$ cat src/design/smrp_pkg.sv
// ----------------------------------------------------------------------------
// smrp_pkg
// Shared constants, token codes and types for the SGR mouse report parser.
// ----------------------------------------------------------------------------
package smrp_pkg;

  localparam int MAX_SEQ_LEN_DEF = 64;
  localparam int NUM_WIDTH_DEF   = 16;

  localparam logic [7:0] BYTE_ESC   = 8'h1B;
  localparam logic [7:0] BYTE_LBRK  = 8'h5B;
  localparam logic [7:0] BYTE_LT    = 8'h3C;
  localparam logic [7:0] BYTE_SEMI  = 8'h3B;
  localparam logic [7:0] BYTE_FIN_P = 8'h4D;
  localparam logic [7:0] BYTE_FIN_R = 8'h6D;
  localparam logic [7:0] BYTE_ZERO  = 8'h30;
  localparam logic [7:0] BYTE_NINE  = 8'h39;

  localparam int CODE_WHEEL  = 64;
  localparam int CODE_MOTION = 32;

  typedef logic [2:0] kind_t;

  localparam kind_t KIND_OTHER = 3'd0;
  localparam kind_t KIND_ESC   = 3'd1;
  localparam kind_t KIND_LBRK  = 3'd2;
  localparam kind_t KIND_LT    = 3'd3;
  localparam kind_t KIND_DIGIT = 3'd4;
  localparam kind_t KIND_SEMI  = 3'd5;
  localparam kind_t KIND_FIN_P = 3'd6;
  localparam kind_t KIND_FIN_R = 3'd7;

  localparam logic signed [1:0] WHEEL_NONE = 2'sb00;
  localparam logic signed [1:0] WHEEL_UP   = 2'sb01;
  localparam logic signed [1:0] WHEEL_DOWN = 2'sb11;

  typedef struct packed {
    kind_t      kind;
    logic [3:0] digit;
  } tok_t;

endpackage

$ cat src/design/sgr_mouse_report_parser_unit.sv
// ----------------------------------------------------------------------------
// sgr_mouse_report_parser_unit
// Decodes SGR mouse reports (ESC [ < code ; col ; row M/m) from a byte stream.
// ----------------------------------------------------------------------------
// Usage:
//   Input channel in_valid/in_ready/in_byte carries one terminal byte per
//   transfer. Output channel out_valid/out_ready carries one result per
//   completed report: held buttons, zero-based column and row, wheel step
//   and press flag. Bytes that do not complete a report give no result.
//   Throughput is one byte per cycle while in_ready is high. A byte is
//   classified on entry and held in a two-entry token queue; the report
//   engine takes one token a cycle unless a new result would overwrite
//   one not yet taken. A final byte is written to the queue, then its
//   result to the output register that drives out_valid. While the
//   receiver stalls, the engine keeps taking bytes until the next final
//   byte that completes a report, which waits at the head of the queue;
//   one more byte fits behind it before in_ready drops. Reset clears the
//   prefix state, the held-button mask, the queue and the output valid.
// ----------------------------------------------------------------------------
module sgr_mouse_report_parser_unit
  import smrp_pkg::*;
#(
  parameter int MAX_SEQ_LEN = MAX_SEQ_LEN_DEF,
  parameter int NUM_WIDTH   = NUM_WIDTH_DEF
) (
  input  logic              clk,
  input  logic              rst_n,
  input  logic              in_valid,
  output logic              in_ready,
  input  logic [7:0]        in_byte,
  output logic              out_valid,
  input  logic              out_ready,
  output logic [2:0]        out_buttons,
  output logic [15:0]       out_pointer_x,
  output logic [15:0]       out_pointer_y,
  output logic signed [1:0] out_wheel,
  output logic              out_pressed
);

  tok_t in_tok;
  tok_t q_tok;
  logic q_full;
  logic q_valid;
  logic q_pop;

  assign in_ready = !q_full;

  smrp_front u_front (
    .in_byte (in_byte),
    .tok     (in_tok)
  );

  smrp_queue u_queue (
    .clk      (clk),
    .rst_n    (rst_n),
    .wr_en    (in_valid && in_ready),
    .wr_tok   (in_tok),
    .full     (q_full),
    .rd_en    (q_pop),
    .rd_valid (q_valid),
    .rd_tok   (q_tok)
  );

  smrp_back #(
    .MAX_SEQ_LEN (MAX_SEQ_LEN),
    .NUM_WIDTH   (NUM_WIDTH)
  ) u_back (
    .clk           (clk),
    .rst_n         (rst_n),
    .tok_valid     (q_valid),
    .tok           (q_tok),
    .tok_pop       (q_pop),
    .out_valid     (out_valid),
    .out_ready     (out_ready),
    .out_buttons   (out_buttons),
    .out_pointer_x (out_pointer_x),
    .out_pointer_y (out_pointer_y),
    .out_wheel     (out_wheel),
    .out_pressed   (out_pressed)
  );

endmodule

$ cat src/design/smrp_front.sv
// ----------------------------------------------------------------------------
// smrp_front
// Byte classifier: maps a raw stream byte to a token kind and digit value.
// ----------------------------------------------------------------------------
module smrp_front
  import smrp_pkg::*;
(
  input  logic [7:0] in_byte,
  output tok_t       tok
);

  always_comb begin
    tok.digit = 4'(in_byte - BYTE_ZERO);
    case (in_byte)
      BYTE_ESC:   tok.kind = KIND_ESC;
      BYTE_LBRK:  tok.kind = KIND_LBRK;
      BYTE_LT:    tok.kind = KIND_LT;
      BYTE_SEMI:  tok.kind = KIND_SEMI;
      BYTE_FIN_P: tok.kind = KIND_FIN_P;
      BYTE_FIN_R: tok.kind = KIND_FIN_R;
      default: begin
        if (in_byte >= BYTE_ZERO && in_byte <= BYTE_NINE) begin
          tok.kind = KIND_DIGIT;
        end else begin
          tok.kind = KIND_OTHER;
        end
      end
    endcase
  end

endmodule

$ cat src/design/smrp_queue.sv
// ----------------------------------------------------------------------------
// smrp_queue
// Two-entry token queue between the classifier and the report engine.
// ----------------------------------------------------------------------------
module smrp_queue
  import smrp_pkg::*;
(
  input  logic clk,
  input  logic rst_n,
  input  logic wr_en,
  input  tok_t wr_tok,
  output logic full,
  input  logic rd_en,
  output logic rd_valid,
  output tok_t rd_tok
);

  tok_t       mem_r [2];
  logic       wr_ptr_r, wr_ptr_nxt;
  logic       rd_ptr_r, rd_ptr_nxt;
  logic [1:0] count_r, count_nxt;

  assign full     = (count_r == 2'd2);
  assign rd_valid = (count_r != 2'd0);
  assign rd_tok   = mem_r[rd_ptr_r];

  always_comb begin
    wr_ptr_nxt = wr_ptr_r;
    rd_ptr_nxt = rd_ptr_r;
    count_nxt  = count_r;
    if (wr_en) begin
      wr_ptr_nxt = ~wr_ptr_r;
    end
    if (rd_en) begin
      rd_ptr_nxt = ~rd_ptr_r;
    end
    case ({wr_en, rd_en})
      2'b10:   count_nxt = count_r + 2'd1;
      2'b01:   count_nxt = count_r - 2'd1;
      default: count_nxt = count_r;
    endcase
  end

  always_ff @(posedge clk) begin
    if (!rst_n) begin
      wr_ptr_r <= 1'b0;
      rd_ptr_r <= 1'b0;
      count_r  <= 2'd0;
    end else begin
      wr_ptr_r <= wr_ptr_nxt;
      rd_ptr_r <= rd_ptr_nxt;
      count_r  <= count_nxt;
    end
  end

  always_ff @(posedge clk) begin
    if (wr_en) begin
      mem_r[wr_ptr_r] <= wr_tok;
    end
  end

endmodule

$ cat src/design/smrp_back.sv
// ----------------------------------------------------------------------------
// smrp_back
// Report engine: tracks the escape prefix, accumulates decimal fields,
// updates the held-button mask and registers one result per report.
// ----------------------------------------------------------------------------
module smrp_back
  import smrp_pkg::*;
#(
  parameter int MAX_SEQ_LEN = MAX_SEQ_LEN_DEF,
  parameter int NUM_WIDTH   = NUM_WIDTH_DEF
) (
  input  logic              clk,
  input  logic              rst_n,
  input  logic              tok_valid,
  input  tok_t              tok,
  output logic              tok_pop,
  output logic              out_valid,
  input  logic              out_ready,
  output logic [2:0]        out_buttons,
  output logic [15:0]       out_pointer_x,
  output logic [15:0]       out_pointer_y,
  output logic signed [1:0] out_wheel,
  output logic              out_pressed
);

  localparam int LW = $clog2(MAX_SEQ_LEN + 1);
  localparam int XW = (NUM_WIDTH > 16) ? NUM_WIDTH : 17;
  localparam int AW = NUM_WIDTH + 4;

  localparam logic [1:0] PH_IDLE = 2'd0;
  localparam logic [1:0] PH_LBRK = 2'd1;
  localparam logic [1:0] PH_LT   = 2'd2;
  localparam logic [1:0] PH_BODY = 2'd3;

  logic [1:0]           phase_r, phase_nxt;
  logic [1:0]           fcnt_r, fcnt_nxt;
  logic [LW-1:0]        seq_r, seq_nxt;
  logic [NUM_WIDTH-1:0] acc_r, acc_nxt;
  logic [NUM_WIDTH-1:0] f1_r, f1_nxt;
  logic [NUM_WIDTH-1:0] f2_r, f2_nxt;
  logic [NUM_WIDTH-1:0] f3_r, f3_nxt;
  logic [2:0]           mask_r, mask_nxt;
  logic                 emit;

  logic                 ov_r;
  logic [2:0]           ob_r;
  logic [15:0]          ox_r, oy_r;
  logic signed [1:0]    ow_r, ow_nxt;
  logic                 op_r;

  logic [LW-1:0]        pos;
  logic [AW-1:0]        acc_wide;
  logic [XW-1:0]        code_x, f2_x, f3_x;
  logic [NUM_WIDTH-1:0] f3_eff;
  logic [1:0]           sel;
  logic [2:0]           bit_sel;
  logic                 press;
  logic                 go_idle;

  assign tok_pop  = tok_valid && (!emit || !ov_r || out_ready);
  assign pos      = seq_r + LW'(1);
  assign acc_wide = {1'b0, acc_r, 3'b000} + {3'b000, acc_r, 1'b0} + AW'(tok.digit);
  assign press    = (tok.kind == KIND_FIN_P);
  assign f3_eff   = (fcnt_r == 2'd2) ? acc_r : f3_r;
  assign code_x   = XW'(f1_r);
  assign f2_x     = XW'(f2_r);
  assign f3_x     = XW'(f3_eff);
  assign sel      = code_x[1:0];
  assign bit_sel  = (sel == 2'd3) ? 3'b000 : (3'b001 << sel);

  always_comb begin
    phase_nxt = phase_r;
    fcnt_nxt  = fcnt_r;
    seq_nxt   = seq_r;
    acc_nxt   = acc_r;
    f1_nxt    = f1_r;
    f2_nxt    = f2_r;
    f3_nxt    = f3_r;
    mask_nxt  = mask_r;
    ow_nxt    = WHEEL_NONE;
    emit      = 1'b0;
    go_idle   = 1'b0;
    case (phase_r)
      PH_IDLE: begin
        if (tok.kind == KIND_ESC) begin
          phase_nxt = PH_LBRK;
          seq_nxt   = LW'(1);
          fcnt_nxt  = 2'd0;
          acc_nxt   = '0;
        end
      end
      PH_LBRK, PH_LT: begin
        if ((tok.kind != ((phase_r == PH_LBRK) ? KIND_LBRK : KIND_LT)) ||
            (pos >= LW'(MAX_SEQ_LEN))) begin
          go_idle = 1'b1;
        end else begin
          phase_nxt = phase_r + 2'd1;
          seq_nxt   = pos;
        end
      end
      PH_BODY: begin
        if (tok.kind == KIND_FIN_P || tok.kind == KIND_FIN_R) begin
          go_idle = 1'b1;
          if (pos <= LW'(MAX_SEQ_LEN) && fcnt_r >= 2'd2) begin
            emit   = 1'b1;
            f3_nxt = f3_eff;
            if (code_x >= XW'(CODE_WHEEL)) begin
              mask_nxt = 3'b000;
              if (code_x >= XW'(17'h10000) || code_x[0]) begin
                ow_nxt = WHEEL_DOWN;
              end else begin
                ow_nxt = WHEEL_UP;
              end
            end else if (code_x >= XW'(CODE_MOTION)) begin
              mask_nxt = {1'b0, sel};
            end else if (press) begin
              mask_nxt = mask_r | bit_sel;
            end else begin
              mask_nxt = mask_r & ~bit_sel;
            end
          end
        end else if (pos >= LW'(MAX_SEQ_LEN)) begin
          go_idle = 1'b1;
        end else if (tok.kind == KIND_DIGIT) begin
          seq_nxt = pos;
          if (acc_wide[AW-1:NUM_WIDTH] != 4'd0) begin
            acc_nxt = '1;
          end else begin
            acc_nxt = acc_wide[NUM_WIDTH-1:0];
          end
        end else if (tok.kind == KIND_SEMI) begin
          seq_nxt = pos;
          case (fcnt_r)
            2'd0:    f1_nxt = acc_r;
            2'd1:    f2_nxt = acc_r;
            2'd2:    f3_nxt = acc_r;
            default: f3_nxt = f3_r;
          endcase
          if (fcnt_r != 2'd3) begin
            fcnt_nxt = fcnt_r + 2'd1;
          end
          acc_nxt = '0;
        end else begin
          go_idle = 1'b1;
        end
      end
      default: go_idle = 1'b1;
    endcase
    if (go_idle) begin
      phase_nxt = PH_IDLE;
      fcnt_nxt  = 2'd0;
      seq_nxt   = '0;
      acc_nxt   = '0;
    end
  end

  always_ff @(posedge clk) begin
    if (!rst_n) begin
      phase_r <= PH_IDLE;
      fcnt_r  <= 2'd0;
      seq_r   <= '0;
      acc_r   <= '0;
      mask_r  <= 3'b000;
      ov_r    <= 1'b0;
    end else begin
      if (tok_pop) begin
        phase_r <= phase_nxt;
        fcnt_r  <= fcnt_nxt;
        seq_r   <= seq_nxt;
        acc_r   <= acc_nxt;
        mask_r  <= mask_nxt;
      end
      if (tok_pop && emit) begin
        ov_r <= 1'b1;
      end else if (out_ready) begin
        ov_r <= 1'b0;
      end
    end
  end

  always_ff @(posedge clk) begin
    if (tok_pop) begin
      f1_r <= f1_nxt;
      f2_r <= f2_nxt;
      f3_r <= f3_nxt;
    end
    if (tok_pop && emit) begin
      ob_r <= mask_nxt;
      ox_r <= f2_x[15:0] - 16'd1;
      oy_r <= f3_x[15:0] - 16'd1;
      ow_r <= ow_nxt;
      op_r <= press;
    end
  end

  assign out_valid     = ov_r;
  assign out_buttons   = ob_r;
  assign out_pointer_x = ox_r;
  assign out_pointer_y = oy_r;
  assign out_wheel     = ow_r;
  assign out_pressed   = op_r;

endmodule

$ cat config.mk
export PLATFORM = sky130hd
export DESIGN_NAME = sgr_mouse_report_parser_unit
export DESIGN_NICKNAME = d
export VERILOG_FILES = /design/src/design/smrp_pkg.sv /design/src/design/sgr_mouse_report_parser_unit.sv /design/src/design/smrp_front.sv /design/src/design/smrp_queue.sv /design/src/design/smrp_back.sv
export SDC_FILE = /design/constraint.sdc
export NUM_CORES = 1
export LEC_CHECK = 0
export BUFFER_PORTS_ARGS = -buffer_cell sky130_fd_sc_hd__buf_2
export CORE_AREA = 2 2 128 130
export CTS_CLUSTER_SIZE = 20
export DETAILED_ROUTE_END_ITERATION = 8
export DIE_AREA = 0 0 130 132
export MAX_ROUTING_LAYER = met4
export PLACE_DENSITY = 0.68
export SYNTH_ARGS = -nofsm -noshare
export SYNTH_HDL_FRONTEND = slang
export SYNTH_SLANG_ARGS = --single-unit
$ cat constraint.sdc
create_clock -name clk -period 4.7 [get_ports clk]
set_clock_uncertainty 0.2 [all_clocks]
set_input_delay 0.94 -clock clk [delete_from_list [all_inputs] [get_ports clk]]
set_output_delay 0.94 -clock clk [all_outputs]
set_load 0.01 [all_outputs]
======== Word-level counts from Yosys, hierarchy flattened ========
Memories as Yosys holds them, arrays and structs flattened. A register that Yosys moved wholly into a read port is not among the register bits.
Index checks and enable logic that the tools add are counted.
operators by class
  order comparisons ....................... 8
  muxes and demuxes ....................... 61
  $add $sub $neg .......................... 10
  shifts and indexed selects .............. 1
  equal/unequal tests ..................... 33
  reductions and logical operators ........ 31
  bitwise logic cells ..................... 8
operators by type and width
  kind                     count
  $mux W16                 13
  $mux W7                  7
  $pmux W16 S2             1
  $sub A16 B1 Y16 const B  2
  $eq A8 B7 Y1 const B     3
  $mux W3                  8
  $mux W2                  11
  $pmux W7 S3              1
  $add A19 B17 Y20         1
  $add A20 B4 Y20          1
  $pmux W3 S6              1
  $reduce_and A6 Y1        3
  $ge A16 B17 Y1 const B   1
  $eq A8 B6 Y1 const B     2
  $ge A16 B6 Y1 const B    1
  $ge A16 B7 Y1 const B    1
  $mux W1                  15
  $reduce_and A7 Y1        2
  $eq A2 B2 Y1 const B     6
  $eq A3 B3 Y1 const B     4
  $ne A3 B2 Y1 const B     4
  $pmux W2 S2              3
  $ne A3 B1 Y1 const B     3
  $eq A8 B5 Y1 const B     1
  other kinds (31)         57
storage, ports and cells
  input bits .............................. 12
  output and inout port bits .............. 40
  logic and storage cells ................. 170
  memories kept ........................... 1
  memory bits (writable) .................. 14
  bits in registers ....................... 121
memories
  memory         words  bits a word  read ports  clocked after Yosys merged registers in  wr ports  line              source
  u_queue.mem_r  2      7            1           1                                        1         smrp_queue.sv:18  tok_t mem_r [2];

======== Logic depth before layout (Yosys ltp) ========
  depth after elaboration ................. 12
  depth in mapped cells ................... 15
  mapped depth without buffers ............ 12

======== By module ========
Synthesis repeated with hierarchy kept, for this count alone.
second synthesis, totals
  cells, all modules ...................... 575
  area, all modules ....................... 6885.4 um^2
by module, submodules not included
  module                        area an instance (um^2)  times used  cells an instance
  smrp_back                     6012.0                   1           510
  smrp_queue                    721.9                    1           44
  smrp_front                    141.4                    1           19
  sgr_mouse_report_parser_unit  10.0                     1           2

======== Worst setup path after synthesis ========
Ideal clock, no wire load.
  path kind ............................... reg-to-reg
  start ................................... register u_back.seq_r[0]
  end ..................................... register u_back.f2_r[0], enable pin
  setup slack ............................. 0.632 ns
  arrival ................................. 3.432 ns
  cell stages (with the launch flop) ...... 9
  path through ............................ dfxtp_1 ha_1 nand3_2 nor2_1 o31ai_4 o22ai_4 inv_4 nand2_1 nor4b_1
on the way
  word-level cells in the longest chain between the ends .. 11
ends and longest elaborated chain
  what                              line              source
  start, declared                   smrp_back.sv:37   logic [LW-1:0] seq_r, seq_nxt;
  start signal, assigned            smrp_back.sv:169  seq_r <= seq_nxt;
  $add A7 B1 Y7 *                   smrp_back.sv:61   assign pos = seq_r + LW'(1);
  $le A7 B7 Y1                      smrp_back.sv:104  if (pos <= LW'(MAX_SEQ_LEN) && fcnt_r >= 2'd2) begin
  $logic_and A1 B1 Y1               smrp_back.sv:104
  $mux W1                           smrp_back.sv:104
  $mux W1                           smrp_back.sv:102  if (tok.kind == KIND_FIN_P || tok.kind == KIND_FIN_R) begin
  $mux W1                           smrp_back.sv:83   case (phase_r)
  $logic_not A1 Y1                  smrp_back.sv:60   assign tok_pop = tok_valid && (!emit || !ov_r || out_ready);
  $logic_or A1 B1 Y1 (2 in series)  smrp_back.sv:60
  $logic_and A1 B1 Y1               smrp_back.sv:60
  $reduce_and A7 Y1 (no line) *     n/a
  end signal, assigned              smrp_back.sv:184  f2_r <= f2_nxt;
  end, declared                     smrp_back.sv:40   logic [NUM_WIDTH-1:0] f2_r, f2_nxt;
Every way passes the cells marked *; elsewhere a longest branch is shown, timed or not.
A chain may end at the register's enable or synchronous reset.

==> run_results.csv <==
group,metric,value,unit
synth,ys_seq_elements,133,
run,cap_violations,0,
place,gp_congestion,0.957,
sta,fin_setup_tns,0,ns
clock_network,cts_root_buffer,"clkbuf_16",
clock_network,numCtsBuffers,17,
clock_network,htree_levels,4,
finish,layout_commonest_cell,"edfxtp_1",
synth,yosys_warnings,0,
global_route,grt_start_max_net_pins,39,
global_route,grt-ovfl-total,0,
finish,postLayoutCellArea,8090,sq um
min_path,hold_path.class,"reg -> reg",
finish,nets,742,
finish,multi_input_area,3180,sq um
global_route,use_met3,4.71,%
pwr,vdd_ir_drop_max,0.000283,V
synth,synthDistinctLibCells,74,
route,detail_route.iter0.violations,285,
synth,synth_edf_count,97,
finish,areaGrowthSynthToFinish,15.5,%
setup_path,crit_buf_inv,1,
floorplanning,core,15700,sq um
place,placed_area,7510,sq um
floorplanning,die_w,130,um
clock_network,hold_buffers,0,
setup_path,critPathTopFamily,"compound AO/OA/AOI/OAI gates",
setup_path,cp_max_fo,16,
synth,seq_area_frac_synth,51.8,%
global_route,grt_pass1_wl,22500,um
sta,rsz0062_at_grt,"false",
setup_path,cp-start-kind,"register",
sta,finalSetupViolations,0,
route,routed_wirelength,13700,um
global_route,grtUsageMet2,26.2,%
setup_path,crit_chain,"mux2_2 > fa_1 > inv_1 > fa_1 > nor2b_1 > o31a_1 > o211ai_1 > and3b_1 > o21ai_1 > nor3_1 > o21ai_1",
setup_path,endpoint_kind,"register",
clock_network,clock_path_buffers,2,
min_path,min_path_cells,2,
finish,drive_above_1_share,15.6,%
sta,worst_pin_slew,1.04,ns
clock_network,cts_tree,"done",
floorplanning,die_h,132,um
global_route,busiest_layer,"met2",
finish,final_cell_mix,"edfxtp_1, nand2_1, buf_2",
floorplanning,ios,52,
setup_path,reg2regPathDepth,11,
finish,seq_area,3630,sq um
place,dpl.hpwl,9980,um
synth,synth-main-ff-cell,"edfxtp_1",
route,ant_nets,0,
finish,utilization,51.5,%
floorplanning,initial_core_util,44.6,%
setup_path,cp_num_cells,11,
route,vias,4909,
sta,fin_crit_sh,88.9,%
place,portBuffers,51,
synth,async_flop_share,0,%
route,via_per_inst,5.38,
global_route,use_met1,21.5,%
clock_network,cts_sinks,133,
clock_network,clkLatencyLatePin,0.42,ns
route,post-route-drc-count,0,
route,wl_per_cell,15.0,um
finish,antenna_cells,0,
sta,slew-limit-headroom,30.4,%
global_route,grt_usage,17.1,%
synth,syn_nets,685,
setup_path,worst_path_max_delay_cell,"o21ai_1",
finish,nFillCells,1337,
sta,fin_crit,4.18,ns
route,first_pass_iters,5,
run_status,status,"completed",
floorplanning,std_cell_rows,46,
synth,syn_area,7010,sq um
sta,max_freq,0.239,GHz
synth,syn-instance-count,627,
global_route,antenna_found_initial,0,
sta,report.final.slew_viol_count,0,
floorplanning,die-area,17200,sq um
sta,hold_viol,0,
clock_network,clkTransAtPathRegs,0.06,ns
synth,synth.avg_cell_area,11.2,sq um
clock_network,cts_setup_buffers,0,
setup_path,cp_data_arrival_time,4.32,ns
setup_path,critical_path_class,"reg -> reg",
pwr,power_density,373,nW/um^2
pwr,p_leak,2.83,nW
setup_path,cpPeakStageDelay,0.74,ns
setup_path,crit_required,4.84,ns
global_route,grt_pass1_vias,4662,
clock_network,post_cts_resized,0,
final timing paths:
| kind | startpoint | to | slack, ns |
|---|---|---|---|
| min | u_back.mask_r[1]$_SDFFE_PN0N_ | u_back.mask_r[1]$_SDFFE_PN0N_ | 0.27 |
| max | register | u_back.acc_r[15]$_SDFFE_PN0P_ | 0.52 |
| max reg2reg | register | u_back.acc_r[15]$_SDFFE_PN0P_ | 0.52 |
| min reg2reg | u_back.mask_r[1]$_SDFFE_PN0N_ | u_back.mask_r[1]$_SDFFE_PN0N_ | 0.27 |
tightest hold or removal path, cell delays in order, from the launching register on:
cell and delay (ns):
dfxtp_1 0.30, nand2_1 0.05, a21boi_0 0.07
cells in the mapped netlist, drive strengths merged, types with 5 or more instances:
library cell	n	area share [%]
a211oi	8	0.93
nor4	7	0.84
and2	10	0.89
nor3	15	1.1
buf	8	0.57
dfxtp	36	10
xnor2	29	3.6
o21a	6	0.64
nor3b	5	0.54
o21ai	39	2.8
nand2	52	2.8
nand3	20	1.6
ha	44	7.9
xor2	10	1.2
nor2b	10	0.89
mux2	5	0.80
clkbuf	8	0.45
a21boi	9	1.0
nand2b	5	0.45
mux2i	20	3.0
nor2	45	2.4
and3	7	0.62
a21oi	18	1.3
edfxtp	97	42
nand3b	5	0.54
inv	38	2.1
state kept, by name, summed over array words and instances, names as in the netlist, named ones only:
register	flops
u_back.out_buttons	3
u_queue.wr_ptr_r	1
u_back.phase_r	2
u_back.out_valid	1
u_back.f3_r	16
u_back.out_wheel	2
u_back.f1_r	13
u_queue.count_r	2
u_back.out_pressed	1
u_back.out_pointer_y	16
u_back.mask_r	3
u_queue.mem_r	14
u_back.fcnt_r	2
u_back.acc_r	16
u_back.out_pointer_x	16
u_queue.rd_ptr_r	1
u_back.f2_r	16
u_back.seq_r	7
report_power, final:
| part | switching, W | internal, W | total (W) |
|---|---|---|---|
| Combinational | 0.000241 | 0.000150 | 0.000391 |
| Clock | 0.000495 | 0.000785 | 0.00128 |
| Sequential | 0.0000484 | 0.00129 | 0.00134 |
| Total | 0.000785 | 0.00223 | 0.00301 |
through the flow:
| step | setup WS (ns) | instances | total power, W | hold WS [ns] |
|---|---|---|---|---|
| floorplan | 0.632 | 627 | 0.00165 | 0.244 |
| global placement | 0.713 | 881 | 0.00174 | 0.251 |
| detailed placement | 0.601 | 881 | 0.00175 | 0.266 |
| CTS | 0.548 | 913 | 0.00304 | 0.274 |
| finish | 0.523 | 913 | 0.00301 | 0.271 |
| global route | 0.184 | 913 | 0.00314 | 0.297 |
area by class of cell:
type                    count  share of cell area [%]
flip-flops and latches    133                    44.9
multi-input cells         440                    39.3
clock buffers              19                    5.35
repair buffers             54                    3.43
well taps                 216                    3.34
clock inverters            13                    1.84
inverters                  38                    1.79
cell families (layout without fill, tap and decap cells):
kind of cell | count (synthesis) | after routing | share of synthesized area [%]
compound gates | 128 | 128 | 12.9
simple gates | 202 | 202 | 15.0
buf+inv | 54 | 124 | 3.09
xor+xnor | 39 | 39 | 4.87
mux | 25 | 25 | 3.84
fa+ha+maj | 46 | 46 | 8.43
flops | 133 | 133 | 51.8
routing by layer:
metal,vias up,share of wire [%],routed length [um]
li1,2434,-,-
met1,2336,47,6460
met2,123,47,6420
met3,16,4.8,656
met4,0,1.5,202
met5,-,0,0
(Power assumes the default switching activity.)
